==> src/rtl/core/twfs_pkg.sv <==
`timescale 1ns / 1ps
// ----------------------------------------------------------------------------
// twfs_pkg
// Shared types, codes and constants for the tension winch fire sequencer.
// ----------------------------------------------------------------------------
package twfs_pkg;

    // Encoder bits taken from the position field, sign-extended
    localparam int POSITION_WIDTH = 24;
    localparam int ENC_FIELD_W    = 24;
    localparam int POS_USED_W     = (POSITION_WIDTH < ENC_FIELD_W) ? POSITION_WIDTH
                                                                   : ENC_FIELD_W;

    // Configuration register widths
    localparam int CFG_POS_W   = 21;
    localparam int CFG_WAIT_W  = 8;
    localparam int CFG_DATA_W  = 21;
    localparam int CFG_INDEX_W = 2;

    // Threshold arithmetic: up to five 21-bit terms, or the position itself
    localparam int THR_W = 24;
    localparam int CMP_W = ((POS_USED_W > THR_W) ? POS_USED_W : THR_W) + 1;

    localparam int DRIVE_W = 11;
    localparam int PHASE_W = 3;
    localparam int FUNC_W  = 2;

    // Register indexes
    localparam logic [CFG_INDEX_W-1:0] CFG_HOLD_START  = 2'd0;
    localparam logic [CFG_INDEX_W-1:0] CFG_HOLD_STEP   = 2'd1;
    localparam logic [CFG_INDEX_W-1:0] CFG_FIRE_TRAVEL = 2'd2;
    localparam logic [CFG_INDEX_W-1:0] CFG_FIRE_WAIT   = 2'd3;

    // Register reset values
    localparam logic signed [CFG_POS_W-1:0] HOLD_START_RST  = -21'sd97000;
    localparam logic signed [CFG_POS_W-1:0] HOLD_STEP_RST   = -21'sd25000;
    localparam logic signed [CFG_POS_W-1:0] FIRE_TRAVEL_RST = -21'sd20000;
    localparam logic [CFG_WAIT_W-1:0]       FIRE_WAIT_RST   = 8'd75;

    // Function codes
    localparam logic [FUNC_W-1:0] FUNC_UPDATE = 2'd0;
    localparam logic [FUNC_W-1:0] FUNC_LOAD   = 2'd1;
    localparam logic [FUNC_W-1:0] FUNC_FIRE   = 2'd2;

    // Drive levels, per mille
    localparam logic signed [DRIVE_W-1:0] DRIVE_OFF     = 11'sd0;
    localparam logic signed [DRIVE_W-1:0] DRIVE_LOAD    = -11'sd650;
    localparam logic signed [DRIVE_W-1:0] DRIVE_STAGE0  = -11'sd600;
    localparam logic signed [DRIVE_W-1:0] DRIVE_STAGE1  = -11'sd550;
    localparam logic signed [DRIVE_W-1:0] DRIVE_STAGE2  = -11'sd450;
    localparam logic signed [DRIVE_W-1:0] DRIVE_STAGE3  = -11'sd300;
    localparam logic signed [DRIVE_W-1:0] DRIVE_TRIGGER = -11'sd750;

    localparam logic [CFG_WAIT_W-1:0] FIRE_COUNT_MAX = '1;

    typedef enum logic [PHASE_W-1:0] {
        PH_WAIT    = 3'd0,
        PH_LOAD    = 3'd1,
        PH_INDEX   = 3'd2,
        PH_ARMED   = 3'd3,
        PH_TRIGGER = 3'd4,
        PH_FIRING  = 3'd5,
        PH_RESET   = 3'd6
    } phase_t;

    typedef struct packed {
        logic [FUNC_W-1:0]             func;
        logic signed [ENC_FIELD_W-1:0] enc_position;
        logic                          index_pin;
    } in_item_t;

    typedef struct packed {
        logic signed [DRIVE_W-1:0] drive_permille;
        logic [PHASE_W-1:0]        phase_code;
        logic                      zero_encoder;
    } out_item_t;

    typedef struct packed {
        logic signed [CFG_POS_W-1:0] hold_start;
        logic signed [CFG_POS_W-1:0] hold_step;
        logic signed [CFG_POS_W-1:0] fire_travel;
        logic [CFG_WAIT_W-1:0]       fire_wait_updates;
    } cfg_t;

    typedef struct packed {
        phase_t                    phase;
        logic signed [DRIVE_W-1:0] drive_level;
        logic [CFG_WAIT_W-1:0]     fire_count;
    } seq_state_t;

endpackage

==> src/rtl/core/twfs_step.sv <==
`timescale 1ns / 1ps
// ----------------------------------------------------------------------------
// twfs_step
// Next-state logic of the sequencer for one registered item: threshold
// compares, phase transitions, drive level and fire counter.
// ----------------------------------------------------------------------------
module twfs_step
(
    input  twfs_pkg::in_item_t   item,
    input  twfs_pkg::cfg_t       cfg,
    input  twfs_pkg::seq_state_t state,
    output twfs_pkg::seq_state_t state_next,
    output logic                 zero_encoder
);
    import twfs_pkg::*;

    logic signed [CMP_W-1:0]   pos;
    logic signed [CMP_W-1:0]   t0;
    logic signed [CMP_W-1:0]   t1;
    logic signed [CMP_W-1:0]   t2;
    logic signed [CMP_W-1:0]   t3;
    logic signed [CMP_W-1:0]   t_fire;
    logic signed [CMP_W-1:0]   step_x;
    logic                      above_t0;
    logic                      above_t1;
    logic                      above_t2;
    logic                      below_t3;
    logic                      below_fire;
    logic                      is_update;
    logic [CFG_WAIT_W-1:0]     count_inc;
    phase_t                    phase_next;
    logic signed [DRIVE_W-1:0] drive_next;
    logic [CFG_WAIT_W-1:0]     fire_count_next;

    // Thresholds at full precision
    assign pos    = CMP_W'(signed'(item.enc_position[POS_USED_W-1:0]));
    assign step_x = CMP_W'(cfg.hold_step);
    assign t0     = CMP_W'(cfg.hold_start);
    assign t1     = t0 + step_x;
    assign t2     = t1 + step_x;
    assign t3     = t2 + step_x;
    assign t_fire = t3 + CMP_W'(cfg.fire_travel);

    assign above_t0   = pos > t0;
    assign above_t1   = pos > t1;
    assign above_t2   = pos > t2;
    assign below_t3   = pos < t3;
    assign below_fire = pos < t_fire;
    assign is_update  = item.func == FUNC_UPDATE;

    // Saturating fire counter
    assign count_inc = (state.fire_count < FIRE_COUNT_MAX) ? state.fire_count + 1'b1
                                                           : state.fire_count;

    assign state_next = '{phase: phase_next, drive_level: drive_next,
                          fire_count: fire_count_next};

    // Next phase
    always_comb
    begin
        phase_next = state.phase;
        if (item.func == FUNC_LOAD)
        begin
            if (state.phase == PH_WAIT)
                phase_next = PH_LOAD;
        end
        else if (item.func == FUNC_FIRE)
        begin
            if (state.phase == PH_ARMED)
                phase_next = PH_TRIGGER;
        end
        else if (is_update)
        begin
            unique case (state.phase)
                PH_LOAD:    if (item.index_pin) phase_next = PH_INDEX;
                PH_INDEX:   if (below_t3) phase_next = PH_ARMED;
                PH_TRIGGER: if (below_fire) phase_next = PH_FIRING;
                PH_FIRING:
                begin
                    if (count_inc >= cfg.fire_wait_updates)
                        phase_next = PH_RESET;
                end
                PH_RESET:   phase_next = PH_WAIT;
                default:    phase_next = state.phase;
            endcase
        end
    end

    // Drive level, fire counter and encoder zero request
    always_comb
    begin
        drive_next      = state.drive_level;
        fire_count_next = state.fire_count;
        zero_encoder    = 1'b0;
        if (is_update)
        begin
            unique case (state.phase)
                PH_LOAD:
                begin
                    drive_next   = DRIVE_LOAD;
                    zero_encoder = item.index_pin;
                end
                PH_INDEX:
                begin
                    // crossing the last threshold arms with the drive off
                    priority if (below_t3) drive_next = DRIVE_OFF;
                    else if (above_t0)     drive_next = DRIVE_STAGE0;
                    else if (above_t1)     drive_next = DRIVE_STAGE1;
                    else if (above_t2)     drive_next = DRIVE_STAGE2;
                    else                   drive_next = state.drive_level;
                end
                PH_ARMED:   drive_next = DRIVE_OFF;
                PH_TRIGGER:
                begin
                    if (below_fire)
                    begin
                        drive_next      = DRIVE_OFF;
                        fire_count_next = '0;
                    end
                    else
                    begin
                        drive_next = DRIVE_TRIGGER;
                    end
                end
                PH_FIRING:
                begin
                    drive_next      = DRIVE_OFF;
                    fire_count_next = count_inc;
                end
                PH_RESET:   drive_next = DRIVE_OFF;
                default:    drive_next = state.drive_level;
            endcase
        end
    end

endmodule

==> src/rtl/core/tension_winch_fire_sequencer_unit.sv <==
`timescale 1ns / 1ps
// ----------------------------------------------------------------------------
// tension_winch_fire_sequencer_unit
// Seven-phase winch sequencer: waiting, loading, indexing, armed, trigger,
// firing, reset. One result per item.
// ----------------------------------------------------------------------------
// Each item is taken into an input register, and from there its result
// (drive level, phase and encoder zero request) goes to the result register.
// The block accepts one item per clock and keeps doing so while a result
// waits on the output, as long as the result register empties. The rate is
// set by the single step through the threshold compares and phase logic,
// which also feeds the sequencer state back for the next item.
// Configuration registers are written through cfg_we / cfg_index / cfg_wdata
// and take effect on the next item.
// ----------------------------------------------------------------------------
module tension_winch_fire_sequencer_unit
(
    input  logic                                  clk,
    input  logic                                  rst_n,
    input  logic                                  in_valid,
    output logic                                  in_ready,
    input  twfs_pkg::in_item_t                    in_item,
    output logic                                  out_valid,
    input  logic                                  out_ready,
    output twfs_pkg::out_item_t                   out_item,
    input  logic                                  cfg_we,
    input  logic [twfs_pkg::CFG_INDEX_W-1:0]      cfg_index,
    input  logic [twfs_pkg::CFG_DATA_W-1:0]       cfg_wdata
);
    import twfs_pkg::*;

    cfg_t       cfg_reg;
    seq_state_t state_reg;
    seq_state_t state_next;
    in_item_t   item_reg;
    logic       item_valid_reg;
    out_item_t  result_reg;
    logic       result_valid_reg;
    logic       zero_encoder;
    logic       advance;

    // Configuration writes
    always_ff @(posedge clk or negedge rst_n)
    begin
        if (!rst_n)
        begin
            cfg_reg.hold_start        <= HOLD_START_RST;
            cfg_reg.hold_step         <= HOLD_STEP_RST;
            cfg_reg.fire_travel       <= FIRE_TRAVEL_RST;
            cfg_reg.fire_wait_updates <= FIRE_WAIT_RST;
        end
        else if (cfg_we)
        begin
            unique case (cfg_index)
                CFG_HOLD_START:  cfg_reg.hold_start  <= cfg_wdata[CFG_POS_W-1:0];
                CFG_HOLD_STEP:   cfg_reg.hold_step   <= cfg_wdata[CFG_POS_W-1:0];
                CFG_FIRE_TRAVEL: cfg_reg.fire_travel <= cfg_wdata[CFG_POS_W-1:0];
                CFG_FIRE_WAIT:
                    cfg_reg.fire_wait_updates <= cfg_wdata[CFG_WAIT_W-1:0];
                default: cfg_reg <= cfg_reg;
            endcase
        end
    end

    // Handshake: the registered item moves on when the result slot is free
    assign advance   = item_valid_reg && (!result_valid_reg || out_ready);
    assign in_ready  = !item_valid_reg || advance;
    assign out_valid = result_valid_reg;
    assign out_item  = result_reg;

    // Input register
    always_ff @(posedge clk or negedge rst_n)
    begin
        if (!rst_n)
            item_valid_reg <= 1'b0;
        else if (in_ready)
            item_valid_reg <= in_valid;
    end

    always_ff @(posedge clk)
    begin
        if (in_valid && in_ready)
            item_reg <= in_item;
    end

    // Sequencer step
    twfs_step u_step
    (
        .item         (item_reg),
        .cfg          (cfg_reg),
        .state        (state_reg),
        .state_next   (state_next),
        .zero_encoder (zero_encoder)
    );

    // Sequencer state
    always_ff @(posedge clk or negedge rst_n)
    begin
        if (!rst_n)
        begin
            state_reg.phase       <= PH_WAIT;
            state_reg.drive_level <= DRIVE_OFF;
            state_reg.fire_count  <= '0;
        end
        else if (advance)
        begin
            state_reg <= state_next;
        end
    end

    // Result register
    always_ff @(posedge clk or negedge rst_n)
    begin
        if (!rst_n)
            result_valid_reg <= 1'b0;
        else if (advance)
            result_valid_reg <= 1'b1;
        else if (out_ready)
            result_valid_reg <= 1'b0;
    end

    always_ff @(posedge clk)
    begin
        if (advance)
        begin
            result_reg.drive_permille <= state_next.drive_level;
            result_reg.phase_code     <= state_next.phase;
            result_reg.zero_encoder   <= zero_encoder;
        end
    end

endmodule

==> config.mk <==
export PLATFORM = sky130hd
export DESIGN_NAME = tension_winch_fire_sequencer_unit
export DESIGN_NICKNAME = d
export VERILOG_FILES = /design/src/rtl/core/twfs_pkg.sv /design/src/rtl/core/twfs_step.sv /design/src/rtl/core/tension_winch_fire_sequencer_unit.sv
export SDC_FILE = /design/constraint.sdc
export NUM_CORES = 1
export LEC_CHECK = 0
export BUFFER_PORTS_ARGS = -buffer_cell sky130_fd_sc_hd__buf_2
export CORE_ASPECT_RATIO = 2
export CORE_MARGIN = 3
export CORE_UTILIZATION = 50
export CTS_CLUSTER_SIZE = 14
export DETAILED_ROUTE_END_ITERATION = 16
export PLACE_DENSITY_LB_ADDON = 0.1
export SETUP_SLACK_MARGIN = 0.3
export SLEW_MARGIN = 20
export SYNTH_ARGS = -nofsm -noshare
export SYNTH_HDL_FRONTEND = slang
export SYNTH_SLANG_ARGS = --single-unit
==> constraint.sdc <==
create_clock -name clk -period 12 [get_ports clk]
set_input_delay 2.4 -clock clk [delete_from_list [all_inputs] [get_ports clk]]
set_output_delay 2.4 -clock clk [all_outputs]
set_load 0.02 [all_outputs]
==> run summary, run 1 <==
Root Driver - clkbuf_16
Total number of vias - 10913
DRC viols - 0
Layout cell share with drive strength beyond 1 - 14.9%
CTS clk-pin slew, worst paths - 70 ps
P&R area growth vs syn - 9.64%
Die Wd - 120 um
Status - complete, no violations
Synth warn - 0
Cell variety after synth - 77
CP max stage cell - o41ai_1
Remaining Overflow, GRT - 0
Final WS setup - 2390 ps
Kind of critical path - flop to flop
Final period util - 80.1%
Max Freq - 0.104 GHz
Hold slack - 498 ps
Placer Congestion - 0.964
Setup WS pre-CTS - 2440 ps
Largest stage delay on the critical path - 620 ps
Area fraction of the dominant cell type after synthesis - 21.8%
Syn Std Cell Area - 13000 um2
Fill cell count - 2434
Final Hold Vio Count - 0
# IOs - 72
Total placed cells including tap cells - 1829
Core box area - 25700 um2
CTS Buffer Depth - 2
DRT Wirelength - 38.3 mm
Dpl hpwl - 31.3 mm
Critical Path AT - 9960 ps
Post-CTS sizing - 0
Most common cell after layout, fill and taps aside - ha_1
Commonest cells after routing, fill and taps aside - ha_1, inv_1, a21oi_1
Fraction of registers with async set or reset after synthesis - 69.3%
Starting DRT DRC Count - 493
CP startpoint kind - flop
Starting Density - 50.8%
Setup repair bufs after CTS - 0
RSZ-0062 raised after global routing - no
Syn_nets - 1717
Final ANT Viol Nets - 0
Sink Count - 137
Port buffer count - 71
Post-synth top flop - dfrtp_1
# rows - 83
Largest fanout on the critical path - 11
Slew headroom - 34.3%
First-pass DRT Iterations - 5
Vias per inst - 5.86
Drt wl/cell - 20.6 um
Total GRT Usage - 28.1%
Number of synthesized flops with an enable pin - 42
Cell mode on critical path - ha_1
Area leader, netlist - ha_1
Pin count of the biggest net entering global routing - 55
Tmin final - 9610 ps
Worst-margin pin slew - 976 ps
Num CTS Buffers - 17
Die ar. - 28200 um2
Clk Latency, worst-skew pair - 470 ps
Final net count - 1794
Die height - 234 um
Setup TNS Final - 0 ps
Hold WC Path Type - flop to flop
Crit. End Element - flop
CP Data Required Time - 12350 ps
Max Slew Vio Count - 0
Gate Count Post-Synth - 1431
Vias in the first global route - 11065
Initial antenna violation count - 0
# setup viols final - 0
ANT cells - 0
Htree depth - 4
Non-filler cells, final - 1861
CTS tree - built
Worst Clk Skew - 13.7 ps
Main area contributors after synthesis - ha_1, dfrtp_1, edfxtp_1, dfstp_2, mux2_2
Largest register FFs - 71
#FFs+latches synth - 137
CTS Hold Bufs - 0
Avg Inst Size Synth - 9.11 um2
Total of max-cap violations - 0
Seq/Total Area, Yosys - 28.3%
First-pass GRT wire length - 59.6 mm
==> through the flow <==
step	util, %	instance area, um2
2_1_floorplan	-	13000
3_3_place_gp	53.5	13700
3_5_place_dp	53.5	13700
4_1_cts	55.7	14300
5_1_grt	55.7	14300
6_report	55.7	14300
==> logic make-up after synthesis <==
family                     count (synthesis)  synth area share [%]
AOI/OAI and AO/OA                        400                  19.7
xor gates and xnor gates                  86                  5.78
adders and majority gates                231                  22.4
buffers and inverters                    139                  4.58
DFF                                      137                  28.3
muxes                                     54                  4.68
and+or+nand+nor                          384                  14.7
==> synthesized netlist by cell type, types with 4 or more instances <==
| library cell | number |
|---|---|
| dfrtp_1 | 57 |
| mux2_2 | 52 |
| xnor2_1 | 51 |
| inv_1 | 120 |
| and3_1 | 13 |
| and2_1 | 4 |
| o21a_1 | 30 |
| nand2_1 | 101 |
| a21o_1 | 46 |
| a31oi_1 | 11 |
| a22o_1 | 4 |
| nand2b_1 | 27 |
| nand3_1 | 38 |
| o21ai_0 | 98 |
| o211ai_1 | 5 |
| fa_1 | 4 |
| a211oi_1 | 18 |
| nor3_1 | 29 |
| edfxtp_1 | 42 |
| o211a_1 | 4 |
| o21bai_1 | 16 |
| nand4_1 | 23 |
| or2_2 | 9 |
| a2111oi_0 | 5 |
| xor2_1 | 35 |
| nand3b_1 | 4 |
| dfstp_2 | 38 |
| nor4_1 | 6 |
| ha_1 | 227 |
| a21oi_1 | 105 |
| o22ai_1 | 5 |
| o31a_1 | 4 |
| clkbuf_1 | 9 |
| nor2b_1 | 23 |
| o31ai_1 | 9 |
| or3_1 | 8 |
| nor2_1 | 82 |
==> final timing paths <==
kind / from / slack (ps) / cells after the start / to
min: state_reg[16]$_DFFE_PN0P_ / 500 / 1 / state_reg[16]$_DFFE_PN0P_
min reg2reg: state_reg[16]$_DFFE_PN0P_ / 500 / 1 / state_reg[16]$_DFFE_PN0P_
max: cfg_reg[29]$_DFFE_PN0P_ / 2390 / 36 / state_reg[7]$_DFFE_PN0P_
min in group asynchronous: rst_n / 1950 / 1 / cfg_reg[64]$_DFFE_PN0P_
max in group asynchronous: rst_n / 8810 / 2 / state_reg[16]$_DFFE_PN0P_
max reg2reg: cfg_reg[29]$_DFFE_PN0P_ / 2390 / 36 / state_reg[7]$_DFFE_PN0P_
==> cell type report <==
class                      instances  area [um2]  share of cell area, %
timing repair buffer              76         395                   2.77
multi-input combinational       1155        8760                   61.3
clock inverter                    15         149                   1.04
inverter                         121         454                   3.18
clock buffer                      17         425                   2.98
tap                              340         425                   2.98
sequential                       137        3690                   25.8
==> worst max-delay path: cells and delay by family (launching register included) <==
| kind | cells | cell delay, ps |
|---|---|---|
| flip-flops | 1 | 410 |
| buffers and inverters | 1 | 110 |
| adder cells (fa/ha/maj) | 6 | 2100 |
| XOR/XNOR | 3 | 470 |
| AND/OR/NAND/NOR | 9 | 1640 |
| multiplexers | 1 | 420 |
| AO/OA/AOI/OAI | 16 | 4340 |
==> layer usage <==
layer | vias up | share of wire (%) | global-route usage [%]
met4 | 0 | 9.1 | 22.5
met1 | 5137 | 35 | 27.3
met2 | 268 | 53 | 52.2
li1 | 5381 | - | -
met3 | 127 | 3.0 | 3.81
met5 | - | 0 | 0
Power of run 1 is not shown: default switching activity piles up to over one toggle a cycle in this logic, so the estimate is an artifact.
==> inputs of run 2 (changes only) <==
--- a/config.mk
+++ b/config.mk
@@ -5,6 +5,7 @@
 export SDC_FILE = /design/constraint.sdc
 export NUM_CORES = 1
 export LEC_CHECK = 0
+export ABC_AREA = 1
 export BUFFER_PORTS_ARGS = -buffer_cell sky130_fd_sc_hd__buf_2
 export CORE_ASPECT_RATIO = 2
 export CORE_MARGIN = 3
==> constraint.sdc (replaced) <==
create_clock -name clk -period 8.36 [get_ports clk]
set_input_delay 1.672 -clock clk [delete_from_list [all_inputs] [get_ports clk]]
set_output_delay 1.672 -clock clk [all_outputs]
set_load 0.02 [all_outputs]
==> run summary, run 2 <==
Status - complete, no violations
Final ANT Viol Nets - 0
Root Driver - clkbuf_16
Die ar. - 29900 um2
Hold path start - state_reg[10]$_DFFE_PN0P_
Max Freq - 0.132 GHz
Kind of critical path - flop to flop
Seq/Total Area, Yosys - 26.5%
Total of max-cap violations - 0
CTS Hold Bufs - 0
Total number of vias - 12932
DRC viols - 0
Largest register FFs - 71
Commonest cells after routing, fill and taps aside - nand2_1, inv_1, ha_1
Post-synth top flop - dfrtp_1
Final net count - 2274
Post-synthesis simple-gate area fraction - 23.8%
First-pass DRT Iterations - 5
Final period util - 90.8%
Largest fanout on the critical path - 8
# IOs - 72
Starting Density - 51.2%
Area fraction of the dominant cell type after synthesis - 20.5%
Hold WC Path Type - flop to flop
Finished Cell Area - 16000 um2
Cell mode on critical path - nand2_1
#FFs+latches synth - 137
Fraction of registers with async set or reset after synthesis - 69.3%
Synth Area in XOR/XNOR - 5.04%
Most common cell after layout, fill and taps aside - nand2_1
Placed inst area - 14700 um2
Remaining Overflow, GRT - 0
Area leader, netlist - ha_1
Largest family of logic cells by synthesized area - simple AND/OR/NAND/NOR gates
Reg2reg setup slack - 770 ps
Syn_nets - 2174
ANT cells - 0
# rows - 85
Final Hold Vio Count - 0
DRT Wirelength - 45.7 mm
Initial antenna violation count - 0
Avg Inst Size Synth - 7.36 um2
Synth cell count leaders - nand2_1, inv_1, ha_1
Cell variety after synth - 59
Max Slew Vio Count - 0
Worst-margin pin slew - 998 ps
CTS Buffer Depth - 2
Clk Latency, worst-skew pair - 460 ps
CTS clk-pin slew, worst paths - 70 ps
Mux contribution to synthesized area - 0%
Largest stage delay on the critical path - 450 ps
Dpl hpwl - 37.3 mm
Crit. End Element - flop
Critical path launch point - cfg_reg[50]$_DFFE_PN0P_
Number of synthesized flops with an enable pin - 42
CTS tree - built
Main area contributors after synthesis - ha_1, nand2_1, dfrtp_1, edfxtp_1, inv_1
Worst Clk Skew - 13.1 ps
CP max stage cell - dfrtp_2
Drt wl/cell - 19.5 um
Starting DRT DRC Count - 725
Synth warn - 0
RSZ-0062 raised after global routing - no
Vias in the first global route - 12870
Top-count cell post-synth - nand2_1
Gate Count Post-Synth - 1888
Total GRT Usage - 31.2%
Compound-Gate Fraction of Synth Area - 15.4%
CP startpoint kind - flop
Placer Congestion - 0.977
Die height - 242 um
First-pass GRT wire length - 70.1 mm
Setup TNS Final - 0 ps
Port buffer count - 71
Tmin final - 7590 ps
Slew headroom - 33.0%
Vias per inst - 5.51
# setup viols final - 0
Core box area - 27100 um2
Num CTS Buffers - 17
Launching point of the worst reg2reg path - cfg_reg[50]$_DFFE_PN0P_
Layout cell share with drive strength beyond 1 - 15.7%
Die Wd - 124 um
P&R area growth vs syn - 15.0%
Syn Std Cell Area - 13900 um2
Sink Count - 137
Htree depth - 4
Adder-cell share of the synthesized area - 21.0%
Critical Path AT - 7890 ps
CP Data Required Time - 8660 ps
Pin count of the biggest net entering global routing - 50
-- run 2: repair_timing --
| item | CTS | global route |
|---|---|---|
| gates resized for setup | 4 | 105 |
| buffers inserted | 0 | 13 |
| endpoints found under the setup margin | 14 | 18 |
| pin swaps | 0 | 28 |
-- run 2: cells by family (layout without fill, tap and decap cells) --
family	count (synthesis)	after routing
and+or+nand+nor	773	773
AOI/OAI and AO/OA	367	367
buffers and inverters	301	414
adders and majority gates	231	231
DFF	137	137
xor gates and xnor gates	79	79
-- run 2: path summary, 6_finish.rpt --
kind | end | cells after the start
worst max-delay path | out_item[14]$_DFFE_PP_ | 45
worst min-delay path | state_reg[10]$_DFFE_PN0P_ | 2
worst max register to register | out_item[14]$_DFFE_PP_ | 45
worst min register to register | state_reg[10]$_DFFE_PN0P_ | 2
max in group asynchronous | out_valid$_DFFE_PN0P_ | 2
min in group asynchronous | cfg_reg[43]$_DFFE_PN0P_ | 1
-- run 2: critical path: cells and delay by family, from the launching register on --
kind | cells | cell delay (ps)
buf+inv | 5 | 460
simple gates | 18 | 1890
flops | 1 | 450
xor+xnor | 4 | 860
compound gates | 12 | 1910
fa+ha+maj | 6 | 1860
-- run 2: area by class of cell --
cell class,count,area [um2]
fillers,2566,11100
multi-input cells,1450,9630
flip-flops and latches,137,3690
inverters,285,1070
repair buffers,97,553
clock buffers,20,458
well taps,348,435
clock inverters,12,139
-- run 2: per-layer routing --
layer  up-vias  global-route usage (%)  part of all wire, %
met4         0                    24.2                  9.1
met1      6006                    31.1                   35
li1       6443                       -                    -
met5         -                       0                    0
met2       326                    56.2                   53
met3       157                    4.16                  3.0
-- run 2: stage by stage --
step                cells  hold WS [ps]  util, %  setup WS, ps
global route         2349           514     58.9           209
floorplan            1888           449        -          1540
global placement     2304           462     54.3           337
detailed placement   2304           472     54.3          82.1
finish               2349           479     58.9           770
CTS                  2336           488     56.5           314
Power of run 2 is left out for the same reason.
==> inputs of run 3 (changes only) <==
==> constraint.sdc (replaced) <==
create_clock -name clk -period 7.6 [get_ports clk]
set_input_delay 1.52 -clock clk [delete_from_list [all_inputs] [get_ports clk]]
set_output_delay 1.52 -clock clk [all_outputs]
set_load 0.02 [all_outputs]
==> run summary, run 3 (synthesis results as in run 2) <==
DRT Wirelength - 49.9 mm
CTS Hold Bufs - 0
Initial antenna violation count - 0
Largest fanout on the critical path - 7
Layout cell share with drive strength beyond 1 - 30.1%
Placer Congestion - 0.963
Slew headroom - 30.0%
Critical Path AT - 7580 ps
DR WL met3 - 1.73 mm
Max Freq - 0.138 GHz
Fill cell count - 2299
Starting Density - 51.2%
ANT cells - 0
Vias per inst - 5.48
Root Driver - clkbuf_16
Max Slew Vio Count - 0
DRT met1 WL - 16.9 mm
Total of max-cap violations - 0
Core box area - 27100 um2
Dpl hpwl - 39.4 mm
CP max stage cell - dfrtp_1
Status - complete, no violations
Fin util - 68.2%
Die height - 242 um
Clk Latency, worst-skew pair - 470 ps
Tmin final - 7250 ps
Num CTS Buffers - 17
Drt wl/cell - 19.5 um
Pin count of the biggest net entering global routing - 51
Commonest cells after routing, fill and taps aside - nand2_1, inv_1, buf_4
Final net count - 2481
Sink Count - 137
RSZ-0062 raised after global routing - yes
Final Hold Vio Count - 0
CP startpoint kind - flop
First-pass GRT wire length - 75.1 mm
First-pass DRT Iterations - 7
Worst-margin pin slew - 1040 ps
Cell family with most CP delay - simple AND/OR/NAND/NOR gates
Register area - 3690 um2
Crit. End Element - flop
CTS clk-pin slew, worst paths - 80 ps
# setup viols final - 0
# rows - 85
Setup WS pre-CTS - -408 ps
Kind of critical path - flop to flop
Final ANT Viol Nets - 0
Total number of vias - 14006
Cell mode on critical path - nand2_2
Die ar. - 29900 um2
Area of the multi-input gates - 10600 um2
Buf+Inv Stages, Crit Path - 6
Starting DRT DRC Count - 780
CTS tree - built
Worst Clk Skew - 13.2 ps
Htree depth - 4
CP Data Required Time - 7930 ps
Max layer used - met4
Largest register FFs - 71
Placed inst area - 16000 um2
CTS Buffer Depth - 2
Port buffer count - 71
Hold slack - 482 ps
# IOs - 72
Finished Cell Area - 18500 um2
Total GRT Usage - 33.5%
Routed wl met2 - 25.3 mm
Vias in the first global route - 14083
Final WS setup - 349 ps
Final period util - 95.4%
Most common cell after layout, fill and taps aside - nand2_1
Largest stage delay on the critical path - 390 ps
Remaining Overflow, GRT - 0
Hold WC Path Type - flop to flop
DRC viols - 0
P&R area growth vs syn - 33.1%
Die Wd - 124 um
==> run 3: cell types whose count changed in the layout (fill, tap and decap cells not counted), moves of 9 or more <==
cell	delta
o21ai_0	-10
a21oi_1	-31
ha_1	-26
ha_4	+28
nand2_1	-45
a21oi_2	+27
nand2_2	+33
nand2_4	+11
nand3_1	-11
buf_4	+198
nand3_2	+9
==> run 3: worst paths after layout <==
kind,startpoint,end,slack [ps],depth (start not counted)
max reg2reg,cfg_reg[29]$_DFFE_PN0P_,state_reg[6]$_DFFE_PN0P_,350,46
min in group asynchronous,rst_n,cfg_reg[43]$_DFFE_PN0P_,1050,1
min reg2reg,state_reg[9]$_DFFE_PN0P_,state_reg[9]$_DFFE_PN0P_,480,2
max in group asynchronous,rst_n,state_reg[8]$_DFFE_PN0P_,5330,2
min,state_reg[9]$_DFFE_PN0P_,state_reg[9]$_DFFE_PN0P_,480,2
max,cfg_reg[29]$_DFFE_PN0P_,state_reg[6]$_DFFE_PN0P_,350,46
==> run 3: timing repair <==
item,4_1_cts,5_1_grt
pin swaps,76,126
endpoints found under the setup margin,18,32
gates cloned,0,1
endpoints found under the hold margin,0,0
resized for setup,143,163
setup buffers,28,24
==> run 3: stage by stage <==
stage	setup TNS, ps	cells
floorplan	0	1888
global placement	-2990	2471
detailed placement	-5170	2471
CTS	0	2531
global route	-41.2	2556
finish	0	2556
==> run 3: metal layers <==
layer,up-vias,GRT usage [%]
met5,-,0
met4,0,31.4
met3,228,4.09
met2,428,58.7
met1,6478,32.6
li1,6872,-
==> run 3: final cells by class <==
class / count / area share [%]
inverters: 285 / 5.85
well taps: 348 / 2.35
clock buffers: 18 / 2.38
repair buffers: 303 / 11.5
flip-flops and latches: 137 / 19.9
clock inverters: 14 / 0.690
multi-input cells: 1451 / 57.3
==> run 3: worst min-delay path, stage by stage (launching register included) <==
cell and delay, ps:
dfrtp_1 350, nand2_1 60, nand2_1 50
Power of run 3 is left out for the same reason.
